**src/hw/rtl/brainfuck_bytecode_executor_top_macros.svh**
```systemverilog
// Assertion helpers for the bytecode executor.
`ifndef BRAINFUCK_BYTECODE_EXECUTOR_TOP_MACROS_SVH
`define BRAINFUCK_BYTECODE_EXECUTOR_TOP_MACROS_SVH

`ifndef SYNTHESIS
`define BBE_ASSERT_IMP(lbl, clk, rstn, ante, cons) \
  lbl: assert property (@(posedge clk) disable iff (!rstn) (ante) |-> (cons)) \
    else $error("assertion failed");
`define BBE_ASSERT_NXT(lbl, clk, rstn, ante, cons) \
  lbl: assert property (@(posedge clk) disable iff (!rstn) (ante) |=> (cons)) \
    else $error("assertion failed");
`else
`define BBE_ASSERT_IMP(lbl, clk, rstn, ante, cons)
`define BBE_ASSERT_NXT(lbl, clk, rstn, ante, cons)
`endif

`endif

```
**src/hw/rtl/bbe_ram.sv**
```systemverilog
`timescale 1ns / 1ps
`default_nettype none

module bbe_ram #(
  parameter int unsigned WIDTH = 8,
  parameter int unsigned DEPTH = 256
) (
  input  wire logic                     clk_i,
  input  wire logic                     we_i,
  input  wire logic [$clog2(DEPTH)-1:0] waddr_i,
  input  wire logic [WIDTH-1:0]         wdata_i,
  input  wire logic                     re_i,
  input  wire logic [$clog2(DEPTH)-1:0] raddr_i,
  output logic      [WIDTH-1:0]         rdata_o
);

  logic [WIDTH-1:0] mem_q [DEPTH];

  // Read during write to the same entry returns the old data.
  always_ff @(posedge clk_i) begin
    if (we_i) begin
      mem_q[waddr_i] <= wdata_i;
    end
    if (re_i) begin
      rdata_o <= mem_q[raddr_i];
    end
  end

endmodule

`default_nettype wire

```
**config.mk**
```make
export PLATFORM = sky130hd
export DESIGN_NAME = bbe_ram
export DESIGN_NICKNAME = d
export VERILOG_FILES = /design/src/hw/rtl/brainfuck_bytecode_executor_top_macros.svh /design/src/hw/rtl/bbe_ram.sv
export SDC_FILE = /design/constraint.sdc
export NUM_CORES = 2
export LEC_CHECK = 0
export BUFFER_PORTS_ARGS = -buffer_cell sky130_fd_sc_hd__buf_2
export CAP_MARGIN = 20
export CORE_MARGIN = 2
export CORE_UTILIZATION = 64
export CTS_BUF_LIST = sky130_fd_sc_hd__clkbuf_4
export CTS_CLUSTER_DIAMETER = 50
export DETAILED_ROUTE_END_ITERATION = 16
export PLACE_DENSITY = 0.8
export SYNTH_ARGS = -nofsm -noshare
export SYNTH_HDL_FRONTEND = slang
export SYNTH_SLANG_ARGS = --single-unit
export TNS_END_PERCENT = 100
```
**constraint.sdc**
```tcl
create_clock -name clk_i -period 2.7 [get_ports clk_i]
set_input_delay 0.405 -clock clk_i [delete_from_list [all_inputs] [get_ports clk_i]]
set_output_delay 0.405 -clock clk_i [all_outputs]
set_load 0.05 [all_outputs]
```
==> impl_metrics.py <==
metrics = {
    "outcome": {
        "outcome": "complete, but fails checks",
        "violations": "antenna rules",
    },
    "finish": {
        "nFillCells": 6488,
        "final_util_pct": 74.9,
        "final_cell_mix": "2056 x edfxtp_1, 694 x clkbuf_4, 559 x buf_4",
        "area_growth_pct": 16.3,
        "final_common_cell": "edfxtp_1",
        "final_nets": 4722,
        "drive_gt1_share_pct": 37.0,
    },
    "sta": {
        "fmax_mhz": 371,
        "finalSetupViolCount": 0,
        "worst_pin_slew_ns": 0.972,
        "hold_violations": 0,
        "fin_crit_sh_pct": 99.8,
        "fin_skew_ns": 0.106,
        "period_needed_ns": 2.69,
        "rsz0062_at_grt": "true",
        "setup_tns_ns": 0,
        "setup_ws_ns": 0.00559,
        "maxSlewViolCount": 0,
        "max_slew_margin_pct": 35.2,
    },
    "drt": {
        "wire_per_inst_um": 30.3,
        "drt_iter0_markers": 7127,
        "wirelength_mm": 203,
        "ant_nets": 1,
        "drtPass1Iterations": 9,
        "drc": 0,
        "vias_per_cell": 6.65,
        "vias": 44700,
    },
    "floorplanning": {
        "ios": 35,
        "fp.dieH_um": 357,
        "placementRows": 129,
        "initial_core_util_pct": 64.4,
        "fp.dieW_um": 357,
        "die_area_um2": 127000,
        "core_um2": 124000,
    },
    "power": {
        "pwr-share-seq_pct": 55.9,
        "p_leak_nw": 30.7,
        "p_int_mw": 48.8,
        "power_mw": 63.0,
        "p_sw_mw": 14.2,
        "ir_drop_uv": 579,
        "pwr-share-clk_pct": 38.2,
        "pwr-share-comb_pct": 5.9,
        "sw_frac_of_total_pct": 22.6,
        "power_density_nw_per_um2": 680,
    },
    "worst_setup_path": {
        "rrSetupSlack_ns": 0.006,
        "critPathLaunchType": "register",
        "critPathKind": "register to register",
        "crit_start": "mem_q[216][7]",
        "critPathArrivalTime_ns": 3.75,
        "r2r_end": "rdata_o[7]",
        "rr_worst_depth": 6,
        "required_ns": 3.76,
        "rr_startpoint": "mem_q[216][7]",
        "crit_fanout": 1,
        "crit_path_end_kind": "register",
        "setup.worst_path.end": "rdata_o[7]",
    },
    "synth": {
        "ys_ff_latch": 2056,
        "syn_inst": 3733,
        "synth_ff_type": "edfxtp_1",
        "synth_warnings": 0,
        "synth-edff-count": 2056,
        "syn_nets": 3760,
        "async_flop_share_pct": 0,
        "ys_seq_area_share_pct": 77.5,
        "yosysUniqueCellTypes": 54,
        "syn_area_um2": 79600,
        "synth_area_per_cell_um2": 21.3,
    },
    "clock_network": {
        "cts.sinks": 2056,
        "cts_tree": "done",
        "postCtsSetupRepairBufs": 0,
        "clk_path_buf_depth": 4,
        "clk_latency_ns": 1.35,
        "path_clk_slew_ns": 0.08,
        "numCtsBuffers": 492,
        "cts-root-buf": "clkbuf_4",
        "cts_max_level": 5,
    },
    "global_routing": {
        "antenna_found_initial": 19,
        "overflow": 0,
        "grt_pass1_vias": 45300,
        "grt_pass1_wl_mm": 295,
        "grtUsageTotal_pct": 32.3,
        "grt_max_degree": 98,
    },
    "job": {
        "drv_cap": 0,
    },
    "place": {
        "place.gp.congestion": 0.933,
        "place_hpwl_mm": 128,
        "place.port_buffers": 34,
        "dp_slack_ns": -0.944,
    },
    "min_path": {
        "hp-class": "primary input to register",
    },
}
==> per-layer routing <==
| metal | up-vias | wire length [um] | track usage, % |
|---|---|---|---|
| li1 | 18000 | - | - |
| met1 | 22400 | 68600 | 42.7 |
| met2 | 3525 | 98200 | 50.9 |
| met3 | 662 | 26100 | 8.57 |
| met4 | 20 | 10200 | 15.8 |
| met5 | - | 137 | 0 |
==> cell type report <==
| class | count | area, um2 | share of cell area, % |
|---|---|---|---|
| flip-flops and latches | 2056 | 61700 | 66.6 |
| multi-input cells | 1442 | 16500 | 17.8 |
| repair buffers | 701 | 6340 | 6.85 |
| clock buffers | 694 | 5210 | 5.62 |
| well taps | 1637 | 2050 | 2.21 |
| clock inverters | 161 | 732 | 0.790 |
| diodes | 21 | 52.6 | 0.0567 |
| inverters | 2 | 7.51 | 0.00810 |
==> synthesized netlist by cell type (all sizes together), types with 6 or more instances <==
cell type / instances / area share (%)
edfxtp: 2056 / 78
o22ai: 28 / 0.22
a211oi: 16 / 0.15
a22o: 8 / 0.088
buf: 122 / 1.3
nor2b: 31 / 0.24
o21ai: 12 / 0.075
nand2b: 8 / 0.063
mux2i: 134 / 1.7
nand3: 34 / 0.21
nand4: 10 / 0.079
clkbuf: 111 / 0.52
and2: 6 / 0.047
a21oi: 96 / 0.60
o221ai: 47 / 0.52
nor3: 22 / 0.14
mux4: 456 / 13
a22oi: 133 / 1.3
o211ai: 10 / 0.094
nor4: 27 / 0.24
nor2: 282 / 1.3
nand2: 33 / 0.16
a221oi: 14 / 0.16
==> sequential cells by signal, indices dropped and copies added, names as in the netlist <==
name	cells
mem_q	2048
rdata_o	8
==> repair_timing <==
item                                   4_1_cts  5_1_grt
pin swaps                                    0        0
endpoints found under the hold margin     3190        0
resized for setup                            4        4
hold buffers                                29        0
setup endpoints to repair                    3        4
==> power groups by stage <==
stage | registers, mW | clock network [mW] | logic, mW
after CTS | 35.2 | 24.3 | 3.65
after detailed placement | 35.9 | 0 | 3.59
after floorplan | 36.0 | 0 | 1.71
final | 35.2 | 24.1 | 3.72
after global routing | 35.2 | 25.8 | 3.85
after global placement | 35.9 | 0 | 3.49
==> critical path, cell delays in order (launching register included) <==
cell	delay (ns)
edfxtp_1	0.38
mux4_2	0.47
a22oi_1	0.36
a21oi_1	0.27
nor4_1	0.61
buf_4	0.22
nor4_1	0.05
==> how the worst min path moves through the flow <==
stage | start | end | depth (start not counted)
2_1_floorplan | wdata_i[0] | mem_q[0][0] | 0
3_3_place_gp | re_i | rdata_o[0] | 1
3_5_place_dp | re_i | rdata_o[6] | 1
4_1_cts | wdata_i[0] | mem_q[246][0] | 2
5_1_grt | wdata_i[0] | mem_q[38][0] | 2
6_report | wdata_i[0] | mem_q[246][0] | 2
==> per-stage QoR <==
stage               cell area [um2]  hold WS, ns  instances
finish                        92600        0.187       6714
global route                  92600        0.136       6704
CTS                           92600       0.0952       6692
detailed placement            86300        0.828       5808
global placement              86300        0.823       5808
floorplan                     79600        0.504       3733
==> cells by family (layout without fill, tap and decap cells) <==
family | after synthesis | in the layout | share of synthesized area (%)
flip-flops | 2056 | 2056 | 77.5
multiplexers | 591 | 591 | 14.6
AND/OR/NAND/NOR | 466 | 466 | 2.63
AO/OA/AOI/OAI | 385 | 385 | 3.42
buffers and inverters | 235 | 1558 | 1.83
other | 0 | 21 | 0
Power figures use the tool's default switching activity.
