### config.mk
export PLATFORM = sky130hd
export DESIGN_NAME = bbe_front
export DESIGN_NICKNAME = d
export VERILOG_FILES = /design/src/hw/rtl/brainfuck_bytecode_executor_top_macros.svh /design/src/hw/rtl/bbe_pkg.sv /design/src/hw/rtl/bbe_front.sv
export SDC_FILE = /design/constraint.sdc
export NUM_CORES = 1
export LEC_CHECK = 0
export BUFFER_PORTS_ARGS = -buffer_cell sky130_fd_sc_hd__buf_2
export CORE_ASPECT_RATIO = 0.8
export CORE_UTILIZATION = 57
export CTS_CLUSTER_DIAMETER = 40
export DETAILED_ROUTE_END_ITERATION = 7
export GPL_TIMING_DRIVEN = 0
export PLACE_DENSITY = 0.86
export SLEW_MARGIN = 10
export SYNTH_ARGS = -nofsm -noshare
export SYNTH_HDL_FRONTEND = slang
export SYNTH_SLANG_ARGS = --single-unit
### constraint.sdc
create_clock -name clk_i -period 5 [get_ports clk_i]
set_input_delay 0.5 -clock clk_i [delete_from_list [all_inputs] [get_ports clk_i]]
set_output_delay 0.5 -clock clk_i [all_outputs]
set_load 0.01 [all_outputs]
### src/hw/rtl/brainfuck_bytecode_executor_top_macros.svh
// Assertion helpers for the bytecode executor.
`ifndef BRAINFUCK_BYTECODE_EXECUTOR_TOP_MACROS_SVH
`define BRAINFUCK_BYTECODE_EXECUTOR_TOP_MACROS_SVH

`ifndef SYNTHESIS
`define BBE_ASSERT_IMP(lbl, clk, rstn, ante, cons) \
  lbl: assert property (@(posedge clk) disable iff (!rstn) (ante) |-> (cons)) \
    else $error("assertion failed");
`define BBE_ASSERT_NXT(lbl, clk, rstn, ante, cons) \
  lbl: assert property (@(posedge clk) disable iff (!rstn) (ante) |=> (cons)) \
    else $error("assertion failed");
`else
`define BBE_ASSERT_IMP(lbl, clk, rstn, ante, cons)
`define BBE_ASSERT_NXT(lbl, clk, rstn, ante, cons)
`endif

`endif

### src/hw/rtl/bbe_pkg.sv
`timescale 1ns / 1ps
`default_nettype none

package bbe_pkg;

  // Both depths must be powers of two.
  localparam int unsigned TapeDepthDefault    = 32768;
  localparam int unsigned ProgramDepthDefault = 65536;

  typedef enum logic [3:0] {
    OP_ADD_BYTE = 4'd0,
    OP_SUB_BYTE = 4'd1,
    OP_ADD_PTR  = 4'd2,
    OP_SUB_PTR  = 4'd3,
    OP_WRITE    = 4'd4,
    OP_READ     = 4'd5,
    OP_JUMP_Z   = 4'd6,
    OP_JUMP     = 4'd7,
    OP_END      = 4'd8
  } op_e;

  typedef enum logic [1:0] {
    ST_RUN = 2'd0,
    ST_END = 2'd1,
    ST_BAD = 2'd2
  } status_e;

  // Instruction as it leaves the pointer stage.
  typedef struct packed {
    op_e         op;
    logic [7:0]  amount_lo;
    logic [15:0] target;
    logic [7:0]  in_byte;
    logic        range_err;
  } s1_t;

endpackage

`default_nettype wire

### src/hw/rtl/bbe_front.sv
`timescale 1ns / 1ps
`default_nettype none

module bbe_front #(
  parameter int unsigned TAPE_DEPTH = 32768
) (
  input  wire logic                          clk_i,
  input  wire logic                          rst_ni,
  input  wire logic                          in_valid_i,
  output logic                               in_ready_o,
  input  wire logic [3:0]                    operation_i,
  input  wire logic [15:0]                   amount_i,
  input  wire logic [15:0]                   jump_target_i,
  input  wire logic [7:0]                    input_byte_i,
  input  wire logic                          s1_ready_i,
  output logic                               s1_valid_o,
  output bbe_pkg::s1_t                       s1_o,
  output logic [$clog2(TAPE_DEPTH)-1:0]      s1_ptr_o,
  output logic                               rd_en_o,
  output logic [$clog2(TAPE_DEPTH)-1:0]      rd_addr_o,
  output logic                               clearing_o,
  output logic [$clog2(TAPE_DEPTH)-1:0]      clr_addr_o
);

  import bbe_pkg::*;

  localparam int unsigned PW = $clog2(TAPE_DEPTH);

  logic          clearing_q, clearing_d;
  logic [PW-1:0] clr_cnt_q, clr_cnt_d;
  logic [PW-1:0] ptr_q, ptr_d;
  logic          s1_valid_q, s1_valid_d;
  s1_t           s1_q, s1_d;
  logic [PW-1:0] s1_ptr_q, s1_ptr_d;
  logic          in_fire;
  logic [16:0]   ptr_sum;
  logic          rerr;
  op_e           op;

  assign op         = op_e'(operation_i);
  assign in_ready_o = !clearing_q && (!s1_valid_q || s1_ready_i);
  assign in_fire    = in_valid_i && in_ready_o;
  assign ptr_sum    = 17'(amount_i) + 17'(ptr_q);

  // Pointer moves do not depend on the tape, so they settle at accept time.
  always_comb begin
    ptr_d = ptr_q;
    rerr  = 1'b0;
    case (op)
      OP_ADD_PTR: begin
        rerr  = (ptr_sum >> PW) != 17'd0;
        ptr_d = ptr_sum[PW-1:0];
      end
      OP_SUB_PTR: begin
        rerr  = amount_i > 16'(ptr_q);
        ptr_d = ptr_q - amount_i[PW-1:0];
      end
      default: ;
    endcase
  end

  always_comb begin
    clearing_d = clearing_q;
    clr_cnt_d  = clr_cnt_q;
    if (clearing_q) begin
      clr_cnt_d = clr_cnt_q + PW'(1);
      if (clr_cnt_q == PW'(TAPE_DEPTH - 1)) begin
        clearing_d = 1'b0;
      end
    end
  end

  always_comb begin
    s1_valid_d = s1_valid_q;
    s1_d       = s1_q;
    s1_ptr_d   = s1_ptr_q;
    if (in_fire) begin
      s1_valid_d       = 1'b1;
      s1_d.op          = op;
      s1_d.amount_lo   = amount_i[7:0];
      s1_d.target      = jump_target_i;
      s1_d.in_byte     = input_byte_i;
      s1_d.range_err   = rerr;
      s1_ptr_d         = ptr_q;
    end else if (s1_ready_i) begin
      s1_valid_d = 1'b0;
    end
  end

  always_ff @(posedge clk_i or negedge rst_ni) begin
    if (!rst_ni) begin
      clearing_q <= 1'b1;
      clr_cnt_q  <= '0;
      ptr_q      <= '0;
      s1_valid_q <= 1'b0;
    end else begin
      clearing_q <= clearing_d;
      clr_cnt_q  <= clr_cnt_d;
      s1_valid_q <= s1_valid_d;
      if (in_fire) begin
        ptr_q <= ptr_d;
      end
    end
  end

  always_ff @(posedge clk_i) begin
    s1_q     <= s1_d;
    s1_ptr_q <= s1_ptr_d;
  end

  assign s1_valid_o = s1_valid_q;
  assign s1_o       = s1_q;
  assign s1_ptr_o   = s1_ptr_q;
  assign rd_en_o    = in_fire;
  assign rd_addr_o  = ptr_q;
  assign clearing_o = clearing_q;
  assign clr_addr_o = clr_cnt_q;

endmodule

`default_nettype wire

==> impl_metrics.csv <==
group,metric,value,unit
synth,synthArstFlopShare,38.1,%
clock_network,ctsHoldBuffers,0,
layout,postLayoutCoreUtil,72.2,%
floorplanning,num_rows,29,
power_and_ir_drop,p_per_area,476,nW/µm²
clock_network,cts_buffers,9,
hold_path,worstHoldPathType,"in -> async",
timing,slew_headroom,48.3,%
timing,finalSetupViolations,0,
routing,drc,0,
run,max-cap-violations,0,
grt,first_global_vias,3609,
power_and_ir_drop,p_comb_share,46.6,%
worst_setup_path,r2r_cells,9,
run_status,status,"finished clean",
floorplanning,io_pins,134,
layout,nNetsFinal,675,
timing,period_share,53.2,%
timing,tns,0,ns
worst_setup_path,startpoint,"rd_addr_o[0]",
layout,drive_gt1_share,29.2,%
routing,routed_wl,11500,µm
grt,antenna_found_initial,0,
routing,drtAntennaViolNets,0,
placed_design,dp_cells,677,
synth,synth_seq_area_share,49.8,%
worst_setup_path,critical_path_class,"reg -> reg",
worst_setup_path,cpPeakStageDelay,0.44,ns
routing,drtIter0Drc,229,
clock_network,clk_pin_slew_worst_paths,0.09,ns
worst_setup_path,critPathRequiredTime,5.11,ns
worst_setup_path,worstPathCellList,"ha_1 > fa_1 > nor2b_1 > o211ai_1 > a211oi_2 > o21ai_1 > a211oi_1 > o31ai_1 > o311ai_1",
power_and_ir_drop,switchingPower,0.00113,W
power_and_ir_drop,leakagePower,2.73,nW
clock_network,cts_tree,"yes",
worst_setup_path,worst_setup_path_end_kind,"register",
synth,synth_area,4740,µm²
timing,fin_ws,2.34,ns
layout,multi_input_area,2160,µm²
power_and_ir_drop,p_sw_share,41.3,%
power_and_ir_drop,p_seq_share,35.4,%
placed_design,globalplace.congestion,0.911,
layout,layout_common_cells,"buf_2 (136), edfxtp_1 (52), ha_1 (45), inv_1 (40), nor2_1 (36)",
worst_setup_path,r2r_slack,2.34,ns
layout,layout_commonest_cell,"buf_2",
worst_setup_path,reg2reg_from,"rd_addr_o[0]",
clock_network,cts-resized-gates,0,
floorplanning,die_x,104,µm
floorplanning,die_h,83.6,µm
layout,nFillCells,585,
layout,seq_area,2360,µm²
grt,grt_max_degree,44,
layout,antennaDiodeCount,0,
synth,synth_fp_nets,530,
synth,syn_avg_cell_area,10.9,µm²
power_and_ir_drop,ir_worst_vdd,0.261,mV
floorplanning,initial_utilization,59.4,%
clock_network,cts_buffer_depth,2,
power_and_ir_drop,clkPwrFrac,17.9,%
timing,slew_violations,0,
timing,rsz0062_at_grt,"no",
floorplanning,core_area,7980,µm²
worst_setup_path,crit_path_max_fanout,6,
timing,worst_pin_slew,0.776,ns
grt,grt_overflow,0,
synth,yosysWarnings,0,
layout,layout.cells.non_filler,693,
worst_setup_path,critPathArrivalTime,2.77,ns
clock_network,post_cts_buffers,0,
routing,via_per_inst,5.52,
synth,synth_seq_cells,84,
worst_setup_path,startpoint_type,"register",
worst_setup_path,r2r_end,"s1_o[0]",
routing,wl_per_cell,16.7,µm
clock_network,clkLatencyLatePin,0.37,ns
timing,min_period,2.66,ns
timing,hold_viol_final,0,
synth,synthCells,435,
placed_design,place_ws,2.15,ns
layout,areaGrowthSynthToFinish,21.5,%
grt,grtUsageTotal,27.6,%
placed_design,portBuffers,133,
clock_network,cts_sinks,84,
timing,skew,0.0106,ns
grt,grt_pass1_wl,18500,µm
routing,vias,3823,
clock_network,h-tree-depth,3,
clock_network,clock-root-buffer,"clkbuf_8",
synth,synth_edf_count,52,
worst_setup_path,crit_path_top_delay_cell,"dfrtp_1",
routing,first_pass_iters,5,
placed_design,hpwl,8700,µm
timing,fmax,0.376,GHz
power_and_ir_drop,p_int,0.00161,W
synth,synth-main-ff-cell,"edfxtp_1",
synth,synth.distinct_cells,59,
floorplanning,dieArea,8690,µm²
-- how the worst max path moves through the flow --
stage	to	slack [ns]	depth (start not counted)
final	s1_o[0]	2.34	9
after global placement	rd_en_o	1.75	6
after CTS	s1_o[0]	2.36	9
after detailed placement	s1_o[0]	2.15	10
after floorplan	rd_en_o	2.48	4
after global routing	s1_o[0]	2.20	9
-- power by group through the flow --
stage                     Clock [W]  Sequential [W]  Combinational, W
after floorplan                   0         0.00102          0.000836
after global placement            0        0.000980           0.00122
after detailed placement          0        0.000987           0.00125
after CTS                  0.000502        0.000972           0.00126
after global routing       0.000537        0.000989           0.00140
final                      0.000492        0.000972           0.00128
-- through the flow --
step	area [µm²]	power [W]	hold WS, ns
6_report	5760	0.00274	0.201
5_1_grt	5760	0.00293	0.244
4_1_cts	5760	0.00273	0.222
3_5_place_dp	5560	0.00223	0.478
3_3_place_gp	5540	0.00220	0.475
2_1_floorplan	4740	0.00186	0.204
-- flip-flops by register name, summed over array words and instances, names as in the netlist --
register	count
s1_o	37
clr_addr_o	15
rd_addr_o	15
s1_ptr_o	15
clearing_o	1
s1_valid_o	1
-- cell usage after synthesis, drive strengths merged (2+ instances only) --
cell | count | area share [%]
a2111o | 3 | 0.71
o21a | 4 | 0.63
buf | 4 | 0.55
o31ai | 4 | 0.63
a21oi | 30 | 3.2
or2 | 2 | 0.26
nand4 | 6 | 0.79
inv | 45 | 3.6
mux2 | 2 | 0.47
nor3 | 6 | 0.63
o211ai | 6 | 1.1
a211oi | 6 | 1.1
nand2 | 28 | 2.2
o311ai | 3 | 0.55
a311oi | 2 | 0.50
xor2 | 7 | 1.3
edfxtp | 52 | 33
dfrtp | 31 | 16
nor2b | 5 | 0.82
a221oi | 4 | 0.87
nor2 | 37 | 3.1
o21ai | 28 | 3.0
ha | 45 | 12
mux2i | 2 | 0.42
nand2b | 4 | 0.53
a21o | 6 | 0.95
xnor2 | 19 | 3.5
nand3 | 9 | 0.95
o21bai | 3 | 0.47
a31oi | 2 | 0.26
clkbuf | 7 | 0.55
a2111oi | 4 | 1.3
and3 | 5 | 0.66
fa | 2 | 0.84
-- cell type report --
type,instances,share of cell area (%)
plain buffers,11,0.912
clock inverters,6,1.24
well taps,108,2.34
repair buffers,134,11.9
flip-flops and latches,84,41.0
clock buffers,10,2.21
inverters,45,2.93
multi-input cells,295,37.5
-- layer usage --
metal  up-vias  track usage, %  share of wire [%]
met3        16            7.65                7.7
met4         0            6.62                1.4
met5         -               0                  0
met2       183            42.3                 45
li1       1840               -                  -
met1      1784            39.0                 46
-- critical path, delay by kind of cell, from the launching register on --
| family | cells | cell delay (ns) |
|---|---|---|
| DFF | 1 | 0.44 |
| adders and majority gates | 2 | 0.65 |
| and+or+nand+nor | 1 | 0.17 |
| AOI/OAI and AO/OA | 6 | 1.14 |
-- logic make-up (layout without fill, tap and decap cells) --
kind of cell	count (synthesis)	count (layout)	share of synthesized area [%]
DFF	84	84	49.8
AOI/OAI and AO/OA	110	110	16.1
buffers and inverters	56	206	4.67
xor gates and xnor gates	26	26	4.80
and+or+nand+nor	108	108	11.0
muxes	4	4	0.897
adders and majority gates	47	47	12.7
(Power assumes the default switching activity.)
