## src/hw/rtl/brainfuck_bytecode_executor_top_macros.svh

```systemverilog
// Assertion helpers for the bytecode executor.
`ifndef BRAINFUCK_BYTECODE_EXECUTOR_TOP_MACROS_SVH
`define BRAINFUCK_BYTECODE_EXECUTOR_TOP_MACROS_SVH

`ifndef SYNTHESIS
`define BBE_ASSERT_IMP(lbl, clk, rstn, ante, cons) \
  lbl: assert property (@(posedge clk) disable iff (!rstn) (ante) |-> (cons)) \
    else $error("assertion failed");
`define BBE_ASSERT_NXT(lbl, clk, rstn, ante, cons) \
  lbl: assert property (@(posedge clk) disable iff (!rstn) (ante) |=> (cons)) \
    else $error("assertion failed");
`else
`define BBE_ASSERT_IMP(lbl, clk, rstn, ante, cons)
`define BBE_ASSERT_NXT(lbl, clk, rstn, ante, cons)
`endif

`endif

```

## src/hw/rtl/bbe_pkg.sv

```systemverilog
`timescale 1ns / 1ps
`default_nettype none

package bbe_pkg;

  // Both depths must be powers of two.
  localparam int unsigned TapeDepthDefault    = 32768;
  localparam int unsigned ProgramDepthDefault = 65536;

  typedef enum logic [3:0] {
    OP_ADD_BYTE = 4'd0,
    OP_SUB_BYTE = 4'd1,
    OP_ADD_PTR  = 4'd2,
    OP_SUB_PTR  = 4'd3,
    OP_WRITE    = 4'd4,
    OP_READ     = 4'd5,
    OP_JUMP_Z   = 4'd6,
    OP_JUMP     = 4'd7,
    OP_END      = 4'd8
  } op_e;

  typedef enum logic [1:0] {
    ST_RUN = 2'd0,
    ST_END = 2'd1,
    ST_BAD = 2'd2
  } status_e;

  // Instruction as it leaves the pointer stage.
  typedef struct packed {
    op_e         op;
    logic [7:0]  amount_lo;
    logic [15:0] target;
    logic [7:0]  in_byte;
    logic        range_err;
  } s1_t;

endpackage

`default_nettype wire

```

## src/hw/rtl/bbe_exec.sv

```systemverilog
`timescale 1ns / 1ps
`default_nettype none

module bbe_exec #(
  parameter int unsigned TAPE_DEPTH    = 32768,
  parameter int unsigned PROGRAM_DEPTH = 65536
) (
  input  wire logic                          clk_i,
  input  wire logic                          rst_ni,
  input  wire logic                          s1_valid_i,
  output logic                               s1_ready_o,
  input  wire bbe_pkg::s1_t                  s1_i,
  input  wire logic [$clog2(TAPE_DEPTH)-1:0] s1_ptr_i,
  input  wire logic [7:0]                    rd_data_i,
  output logic                               wr_en_o,
  output logic [$clog2(TAPE_DEPTH)-1:0]      wr_addr_o,
  output logic [7:0]                         wr_data_o,
  output logic                               res_valid_o,
  input  wire logic                          res_ready_i,
  output logic [15:0]                        next_address_o,
  output logic [7:0]                         out_byte_o,
  output logic                               out_valid_o,
  output logic                               range_error_o,
  output logic [1:0]                         status_o
);

  import bbe_pkg::*;

  localparam int unsigned PW = $clog2(TAPE_DEPTH);
  localparam int unsigned AW = $clog2(PROGRAM_DEPTH);

  logic          fire;
  logic [7:0]    cur_byte;
  logic [7:0]    new_cell;
  logic          cell_we;
  logic [AW-1:0] here_q, next_d;
  logic [7:0]    obyte_d;
  logic          ovalid_d;
  status_e       status_d;

  logic          fwd_valid_q;
  logic [PW-1:0] fwd_addr_q;
  logic [7:0]    fwd_data_q;

  logic          res_valid_q;
  logic [AW-1:0] res_next_q;
  logic [7:0]    res_byte_q;
  logic          res_ovalid_q;
  logic          res_rerr_q;
  status_e       res_status_q;

  assign s1_ready_o = !res_valid_q || res_ready_i;
  assign fire       = s1_valid_i && s1_ready_o;

  // The read was issued in the cycle the previous word may have written.
  assign cur_byte = (fwd_valid_q && fwd_addr_q == s1_ptr_i) ? fwd_data_q : rd_data_i;

  always_comb begin
    new_cell = cur_byte;
    cell_we  = 1'b0;
    next_d   = here_q + AW'(1);
    obyte_d  = 8'd0;
    ovalid_d = 1'b0;
    status_d = ST_RUN;
    unique case (s1_i.op) inside
      OP_ADD_BYTE: begin
        new_cell = cur_byte + s1_i.amount_lo;
        cell_we  = 1'b1;
      end
      OP_SUB_BYTE: begin
        new_cell = cur_byte - s1_i.amount_lo;
        cell_we  = 1'b1;
      end
      OP_ADD_PTR, OP_SUB_PTR: ;
      OP_WRITE: begin
        obyte_d  = cur_byte;
        ovalid_d = 1'b1;
      end
      OP_READ: begin
        new_cell = s1_i.in_byte;
        cell_we  = 1'b1;
      end
      OP_JUMP_Z: begin
        if (cur_byte == 8'd0) begin
          next_d = s1_i.target[AW-1:0];
        end
      end
      OP_JUMP: begin
        next_d = s1_i.target[AW-1:0];
      end
      OP_END: begin
        status_d = ST_END;
        next_d   = here_q;
      end
      default: begin
        status_d = ST_BAD;
        next_d   = here_q;
      end
    endcase
  end

  assign wr_en_o   = fire && cell_we;
  assign wr_addr_o = s1_ptr_i;
  assign wr_data_o = new_cell;

  always_ff @(posedge clk_i or negedge rst_ni) begin
    if (!rst_ni) begin
      here_q      <= '0;
      fwd_valid_q <= 1'b0;
      res_valid_q <= 1'b0;
    end else begin
      if (fire) begin
        here_q      <= next_d;
        res_valid_q <= 1'b1;
      end else if (res_ready_i) begin
        res_valid_q <= 1'b0;
      end
      if (wr_en_o) begin
        fwd_valid_q <= 1'b1;
      end
    end
  end

  always_ff @(posedge clk_i) begin
    if (wr_en_o) begin
      fwd_addr_q <= s1_ptr_i;
      fwd_data_q <= new_cell;
    end
    if (fire) begin
      res_next_q   <= next_d;
      res_byte_q   <= obyte_d;
      res_ovalid_q <= ovalid_d;
      res_rerr_q   <= s1_i.range_err;
      res_status_q <= status_d;
    end
  end

  assign res_valid_o    = res_valid_q;
  assign next_address_o = 16'(res_next_q);
  assign out_byte_o     = res_byte_q;
  assign out_valid_o    = res_ovalid_q;
  assign range_error_o  = res_rerr_q;
  assign status_o       = res_status_q;

endmodule

`default_nettype wire

```

## config.mk

```make
export PLATFORM = sky130hd
export DESIGN_NAME = bbe_exec
export DESIGN_NICKNAME = d
export VERILOG_FILES = /design/src/hw/rtl/brainfuck_bytecode_executor_top_macros.svh /design/src/hw/rtl/bbe_pkg.sv /design/src/hw/rtl/bbe_exec.sv
export SDC_FILE = /design/constraint.sdc
export NUM_CORES = 1
export LEC_CHECK = 0
export ABC_AREA = 1
export BUFFER_PORTS_ARGS = -buffer_cell sky130_fd_sc_hd__buf_2
export CAP_MARGIN = 20
export CORE_MARGIN = 4
export CORE_UTILIZATION = 45
export CTS_CLUSTER_DIAMETER = 60
export DETAILED_ROUTE_END_ITERATION = 7
export PLACE_DENSITY = 0.69
export SLEW_MARGIN = 20
export SYNTH_ARGS = -nofsm -noshare
export SYNTH_HDL_FRONTEND = slang
export SYNTH_SLANG_ARGS = --single-unit
export TNS_END_PERCENT = 5
```

## constraint.sdc

```tcl
create_clock -name clk_i -period 4.1 [get_ports clk_i]
set_clock_uncertainty 0.15 [all_clocks]
set_input_delay 0.82 -clock clk_i [delete_from_list [all_inputs] [get_ports clk_i]]
set_output_delay 0.82 -clock clk_i [all_outputs]
set_load 0.005 [all_outputs]
```

==> out/results.txt, run 1 <==
RSZ-0062 raised after global routing -> true
Seq/Total Area, Yosys -> 41.3%
power per cell area -> 326 nW/um^2
die area -> 12400 um^2
synthesized net count -> 689
1st-pass router iterations -> 5
Yosys top cell area share -> 31.9%
crit end category -> output pin
clk root buf -> clkbuf_8
top post-synthesis cells by area -> edfxtp_1, nand2_1, dfrtp_1
Final Setup Violations -> 3
Via density -> 5.05
worst-path fanout max -> 5
Cells after Synth -> 614
maximum vdd drop -> 0.177 mV
worst skew pair latency -> 0.35 ns
count of flip-flops with a built-in enable after synthesis -> 51
Post-synth ARST share -> 26.1%
DR iter-0 viols -> 277
total CTS buffers -> 9
Max Clk Rate -> 236 MHz
Final Cycle Share -> 103%
largest net degree at the start of global routing -> 39
TritonCTS clock tree -> done
Startpoint Class -> primary input
Final Max Tran Viols -> 0
vias -> 4593
WL/cell -> 14.6 um
Critical Path Start -> s1_ptr_i[10]
first-pass GRT wire length -> 20900 um
dpl cell area -> 5700 um^2
FILL cells -> 922
most frequent cell after synthesis -> nand2_1
clock buffer depth -> 2
DRC errors left -> 0
CP required -> 3.13 ns
WP data arrival -> 3.27 ns
cell taking the most area after synthesis -> edfxtp_1
hold_ws -> 0.266 ns
post-layout min period -> 4.24 ns
drt total wl -> 13300 um
pre-CTS setup slack -> -0.293 ns
H-tree lvl count -> 3
setup ws final -> -0.138 ns
r2r endpoint -> fwd_data_q[7]
DIE HEIGHT -> 111 um
Avg Cell Area, Syn -> 7.81 um^2
type of the tightest min-delay check -> in -> async
Yosys Warn Count -> 0
clk slew on worst S/H paths -> 0.08 ns
synth-to-layout area growth -> 30.2%
Mapped Area -> 4800 um^2
status -> complete, but fails checks
antenna cells -> 0
# hold bufs at CTS -> 0
max-cap viol count -> 0
layout cell share with drive strength beyond 1 -> 34.4%
post-route cell area -> 6240 um^2
Final Hold Viols -> 0
# IOs -> 118
Post-DRT Antenna Nets -> 0
RR Startpoint -> fwd_addr_q[14]
CP Class -> in -> out
vias in the first global route -> 4466
final net count -> 843
Rel. slew slack -> 51.7%
R2R cell count -> 23
Finished Core Util -> 60.2%
Yosys reg bits -> 69
prevailing post-synth register cell -> edfxtp_1
Initial Utilization -> 46.2%
leak pwr -> 0.00319 uW
Core Region -> 10400 um^2
flop2flop setup slack -> 0.88 ns
worst-margin pin slew -> 0.720 ns
most frequent cells after synthesis -> nand2_1, inv_1, edfxtp_1, nand3_1, nor2_1
violations in the final reports -> setup timing
initial antenna violation count -> 0
Die X -> 111 um
post-DP HPWL -> 9480 um
clock sink count -> 69
GRT Util Overall -> 20.8%
Distinct cells, synth -> 37
GRT overflow -> 0
# rows -> 37
input/output buffers -> 117
GPL Wtd Cong -> 0.883
## metal layers
layer	wire length (um)	vias up	track usage (%)
li1	-	2270	-
met1	5640	2124	26.6
met2	6580	171	35.4
met3	792	28	3.38
met4	290	0	7.38
met5	0	-	0
## timing repair
item,4_1_cts,5_1_grt
pin swaps,7,43
buffers inserted,4,6
setup endpoints to repair,4,5
gates resized for setup,11,61
## power breakdown
group,total (uW),internal (uW),switching (uW)
Sequential,875,828,46.4
Combinational,562,246,315
Clock,602,337,265
## worst max-delay path by stage
stage	cells past startpoint	endpoint	slack, ns
3_5_place_dp	19	wr_data_o[6]	-0.29
2_1_floorplan	17	wr_data_o[6]	0.15
4_1_cts	20	wr_data_o[6]	-0.08
6_report	19	wr_data_o[6]	-0.14
5_1_grt	25	wr_data_o[7]	-0.38
3_3_place_gp	19	wr_data_o[6]	-0.23
## cells in the final DEF, fill, tap and decap left out, types with 2 or more instances in the layout
master / netlist / routed
o21bai_1: 3 / 3
o221ai_1: 14 / 12
ha_4: 0 / 4
nor3_2: 2 / 3
nand2_2: 19 / 29
a21boi_1: 10 / 10
buf_4: 18 / 48
nor2_2: 0 / 5
inv_1: 110 / 104
bufinv_16: 0 / 2
nand2_4: 2 / 3
nand3_2: 10 / 10
nor2_8: 2 / 2
nor2_4: 3 / 4
clkinv_1: 2 / 4
nor3_1: 9 / 8
clkinv_2: 0 / 2
a21oi_2: 0 / 2
nand4_1: 2 / 2
o21ai_0: 13 / 11
nor2_1: 43 / 37
buf_6: 1 / 13
clkbuf_8: 0 / 9
dfrtp_1: 18 / 18
buf_2: 1 / 106
nand2_1: 166 / 155
buf_8: 0 / 2
o22ai_1: 3 / 3
o211ai_1: 2 / 2
xor2_1: 14 / 13
nand3_1: 46 / 46
ha_1: 10 / 5
a21boi_0: 6 / 6
xnor2_1: 2 / 2
or2_2: 7 / 7
o21ai_1: 0 / 2
nand3b_1: 9 / 9
inv_2: 1 / 7
edfxtp_1: 51 / 51
## state kept, by name, indices dropped and copies added (netlist names)
signal	count
fwd_data_q	8
fwd_valid_q	1
status_o	2
here_q	16
next_address_o	16
res_valid_o	1
out_valid_o	1
range_error_o	1
out_byte_o	8
fwd_addr_q	15
## critical path, cell delays in order
cell and delay [ns]:
buf_6 0.10, nor2_2 0.07, nor2_1 0.04, nor2_1 0.10
nand2_1 0.10, nor2_4 0.23, nand2_4 0.10, nand2_1 0.10
nand2_2 0.07, buf_4 0.14, fa_2 0.41, o31ai_4 0.22
and2_4 0.18, nor2_1 0.04, nor2_1 0.12, o21ai_0 0.09
nand2_1 0.08, o221ai_2 0.10, buf_2 0.15
## stage by stage
step / total power, uW / setup TNS [ns] / instances
floorplan: 1200 / 0 / 614
global placement: 1370 / -0.383 / 883
detailed placement: 1390 / -0.600 / 883
CTS: 2010 / -0.159 / 903
global route: 2160 / -1.13 / 909
finish: 2040 / -0.282 / 909
## cells by family (layout without fill, tap and decap cells)
group / count (synthesis) / count (layout) / synth area share [%]
AOI/OAI and AO/OA: 57 / 57 / 8.32
buffers and inverters: 139 / 298 / 12.5
DFF: 69 / 69 / 41.3
adders and majority gates: 11 / 11 / 3.03
and+or+nand+nor: 322 / 322 / 31.9
xor gates and xnor gates: 16 / 16 / 2.92
## cell type report
cell class | count | area, um^2 | area share, %
clock buffer | 10 | 128 | 2.04
clock inverter | 6 | 77.6 | 1.24
inverter | 113 | 424 | 6.79
multi-input combinational | 406 | 2390 | 38.4
sequential | 69 | 1980 | 31.7
tap | 136 | 170 | 2.73
timing repair buffer | 169 | 1070 | 17.1
No activity file was read; power rests on OpenSTA's default activity.
==> inputs of run 2 (changes only) <==
GPL_ROUTABILITY_DRIVEN = 0   (was not set)
RECOVER_POWER = 25   (was not set)
==> run 2 against run 1 <==
The flow still finishes with violations (setup timing). Flip-flop and latch count did not move. Design area fell by 0.70%. Sequential power barely moved. Final cell count fell by 0.88%. Combinational power fell by 3%. Utilization fell by 0.42 points. Power rose by 3.9%. Wire length fell by 1.1%. Critical path type unchanged. Largest cell class unchanged.
==> out/results.txt, run 2 (synthesis gave the netlist of run 1 again) <==
post-layout min period -> 4.33 ns (+0.0964 ns)
vias -> 4572 (-0.46%)
status -> complete, but fails checks
RSZ-0062 raised after global routing -> true
final net count -> 835 (-0.95%)
leak pwr -> 0.00315 uW (-1.3%)
DR iter-0 viols -> 264 (-4.7%)
Initial Utilization -> 46.2% (unchanged)
crit path cell chain -> buf_2, inv_1, nand2_1, nand2_1, nor2_2, nand2_2, nor2_4, nand2_2, nand2_1, nand2_2, buf_4, fa_2, o31ai_2, and2_1, nor2_1, nor2_1, o21ai_1, nand2_1, o221ai_2, buf_2
Worst path max stage delay -> 0.40 ns (about the same)
Die X -> 111 um (unchanged)
Sw Pwr -> 635 uW (+1.3%)
worst skew pair latency -> 0.35 ns (about the same)
violations in the final reports -> setup timing
input/output buffers -> 117 (unchanged)
largest net degree at the start of global routing -> 45 (+15%)
Switching Fraction -> 30.0% (-0.75 points)
Via density -> 5.07 (+0.43%)
DIE HEIGHT -> 111 um (unchanged)
DRC errors left -> 0 (unchanged)
Startpoint Class -> primary input
Pwr Total -> 2120 uW (+3.9%)
CP required -> 3.13 ns (about the same)
clock sink count -> 69 (unchanged)
worst-margin pin slew -> 1.18 ns (+0.464 ns)
CP max-delay cell -> fa_2
GRT Util Overall -> 20.8% (+0.053 points)
Final Setup Violations -> 3 (unchanged)
TritonCTS clock tree -> done
CP Class -> in -> out
GRT overflow -> 0 (unchanged)
# hold bufs at CTS -> 0 (unchanged)
# IOs -> 118 (unchanged)
Final Hold Viols -> 0 (unchanged)
Core Region -> 10400 um^2 (unchanged)
synth-to-layout area growth -> 29.3%
post-DP HPWL -> 9330 um (-1.5%)
power per cell area -> 341 nW/um^2 (+4.6%)
clk root buf -> clkbuf_8
sequential fraction of design power -> 41.4% (-1.5 points)
Post-DRT Antenna Nets -> 0 (unchanged)
FILL cells -> 920 (-0.22%)
# rows -> 37 (unchanged)
Rel. slew slack -> 21.1% (-31 points)
max-cap viol count -> 0 (unchanged)
commonest non-fill, non-tap cells in the layout -> nand2_1, inv_1, buf_2, edfxtp_1, nand3_1
setup_tns -> -0.469 ns (-0.187 ns)
CP most frequent cell -> nand2_1
setup ws final -> -0.234 ns (-0.0964 ns)
clk slew on worst S/H paths -> 0.08 ns (about the same)
commonest non-fill, non-tap cell in the layout -> nand2_1
clock share of power -> 33.0% (+3.5 points)
clock buffer depth -> 2 (unchanged)
first-pass GRT wire length -> 21100 um (+0.76%)
maximum vdd drop -> 0.188 mV (+6.0%)
initial antenna violation count -> 0 (unchanged)
WP data arrival -> 3.36 ns (+0.09 ns)
layout cell share with drive strength beyond 1 -> 33.2% (-1.2 points)
Final Max Tran Viols -> 0 (unchanged)
total CTS buffers -> 9 (unchanged)
worst-path fanout max -> 5 (unchanged)
H-tree lvl count -> 3 (unchanged)
crit end category -> output pin
pre-CTS setup slack -> -0.285 ns (+0.00837 ns)
drt total wl -> 13200 um (-1.1%)
Max Clk Rate -> 231 MHz (-2.2%)
vias in the first global route -> 4490 (+0.54%)
Finished Core Util -> 59.8% (-0.42 points)
type of the tightest min-delay check -> reg -> reg
1st-pass router iterations -> 5 (unchanged)
Final Cycle Share -> 106% (+2.4 points)
Comb pwr share -> 25.7% (-1.9 points)
antenna cells -> 0 (unchanged)
Internal -> 1480 uW (+5.0%)
die area -> 12400 um^2 (unchanged)
WL/cell -> 14.6 um (-0.19%)
## run 2: cell types whose count changed in the layout (fill, tap and decap cells not counted), sizes merged
cell / previous run / this run
buf: 169 / 159
bufinv: 2 / 3
clkbuf: 10 / 12
clkinv: 6 / 3
clkinvlp: 0 / 2
## run 2: path summary, 6_finish.rpt
kind                                startpoint             to  slack (ns)  depth (start not counted)
worst max-delay path               s1_ptr_i[6]   wr_data_o[6]       -0.23                         20
worst min-delay path               fwd_valid_q    fwd_valid_q        0.33                          1
worst max register to register  fwd_addr_q[10]  fwd_data_q[6]        0.92                         19
worst min register to register     fwd_valid_q    fwd_valid_q        0.33                          1
max in group asynchronous               rst_ni      here_q[5]        2.55                          1
min in group asynchronous               rst_ni      here_q[3]        0.54                          1
## run 2: metrics by stage
step / instance area, um^2 / hold slack (ns) / std cells
4_1_cts: 6070 / 0.272 / 896
2_1_floorplan: 4800 / 0.290 / 614
6_report: 6200 / 0.325 / 901
3_3_place_gp: 5670 / 0.301 / 879
3_5_place_dp: 5670 / 0.306 / 879
5_1_grt: 6200 / 0.357 / 901
## run 2: worst max-delay path, delay by kind of cell
| kind | cells | cell delay (ns) |
|---|---|---|
| AO/OA/AOI/OAI | 3 | 0.45 |
| AND/OR/NAND/NOR | 12 | 1.25 |
| adder cells (fa/ha/maj) | 1 | 0.40 |
| buffers and inverters | 4 | 0.44 |
## run 2: routing by layer
metal / part of all wire [%] / routed length (um) / global-route usage (%)
met5: 0 / 0 / 0
met4: 1.6 / 213 / 6.41
met2: 50 / 6590 / 36.7
met3: 5.7 / 749 / 4.59
met1: 43 / 5610 / 25.3
## run 2: what timing repair did
item,CTS,global route
cloned,0,0
endpoints found under the hold margin,0,0
endpoints found under the setup margin,4,5
setup buffers,1,5
resized for setup,32,28
pin swaps,28,32
## run 2: power by group through the flow
stage	registers, uW	logic, uW	clock network, uW
floorplan	881	323	0
global placement	885	483	0
detailed placement	887	498	0
CTS	875	523	705
global route	883	610	743
finish	876	543	698
## run 2: cell type report
| type | instances | area [um^2] | area share, % |
|---|---|---|---|
| sequential | 69 | 1980 | 32.0 |
| clock buffer | 10 | 138 | 2.22 |
| inverter | 113 | 424 | 6.84 |
| multi-input combinational | 406 | 2360 | 38.1 |
| timing repair buffer | 161 | 1010 | 16.3 |
| clock inverter | 6 | 110 | 1.78 |
| tap | 136 | 170 | 2.74 |
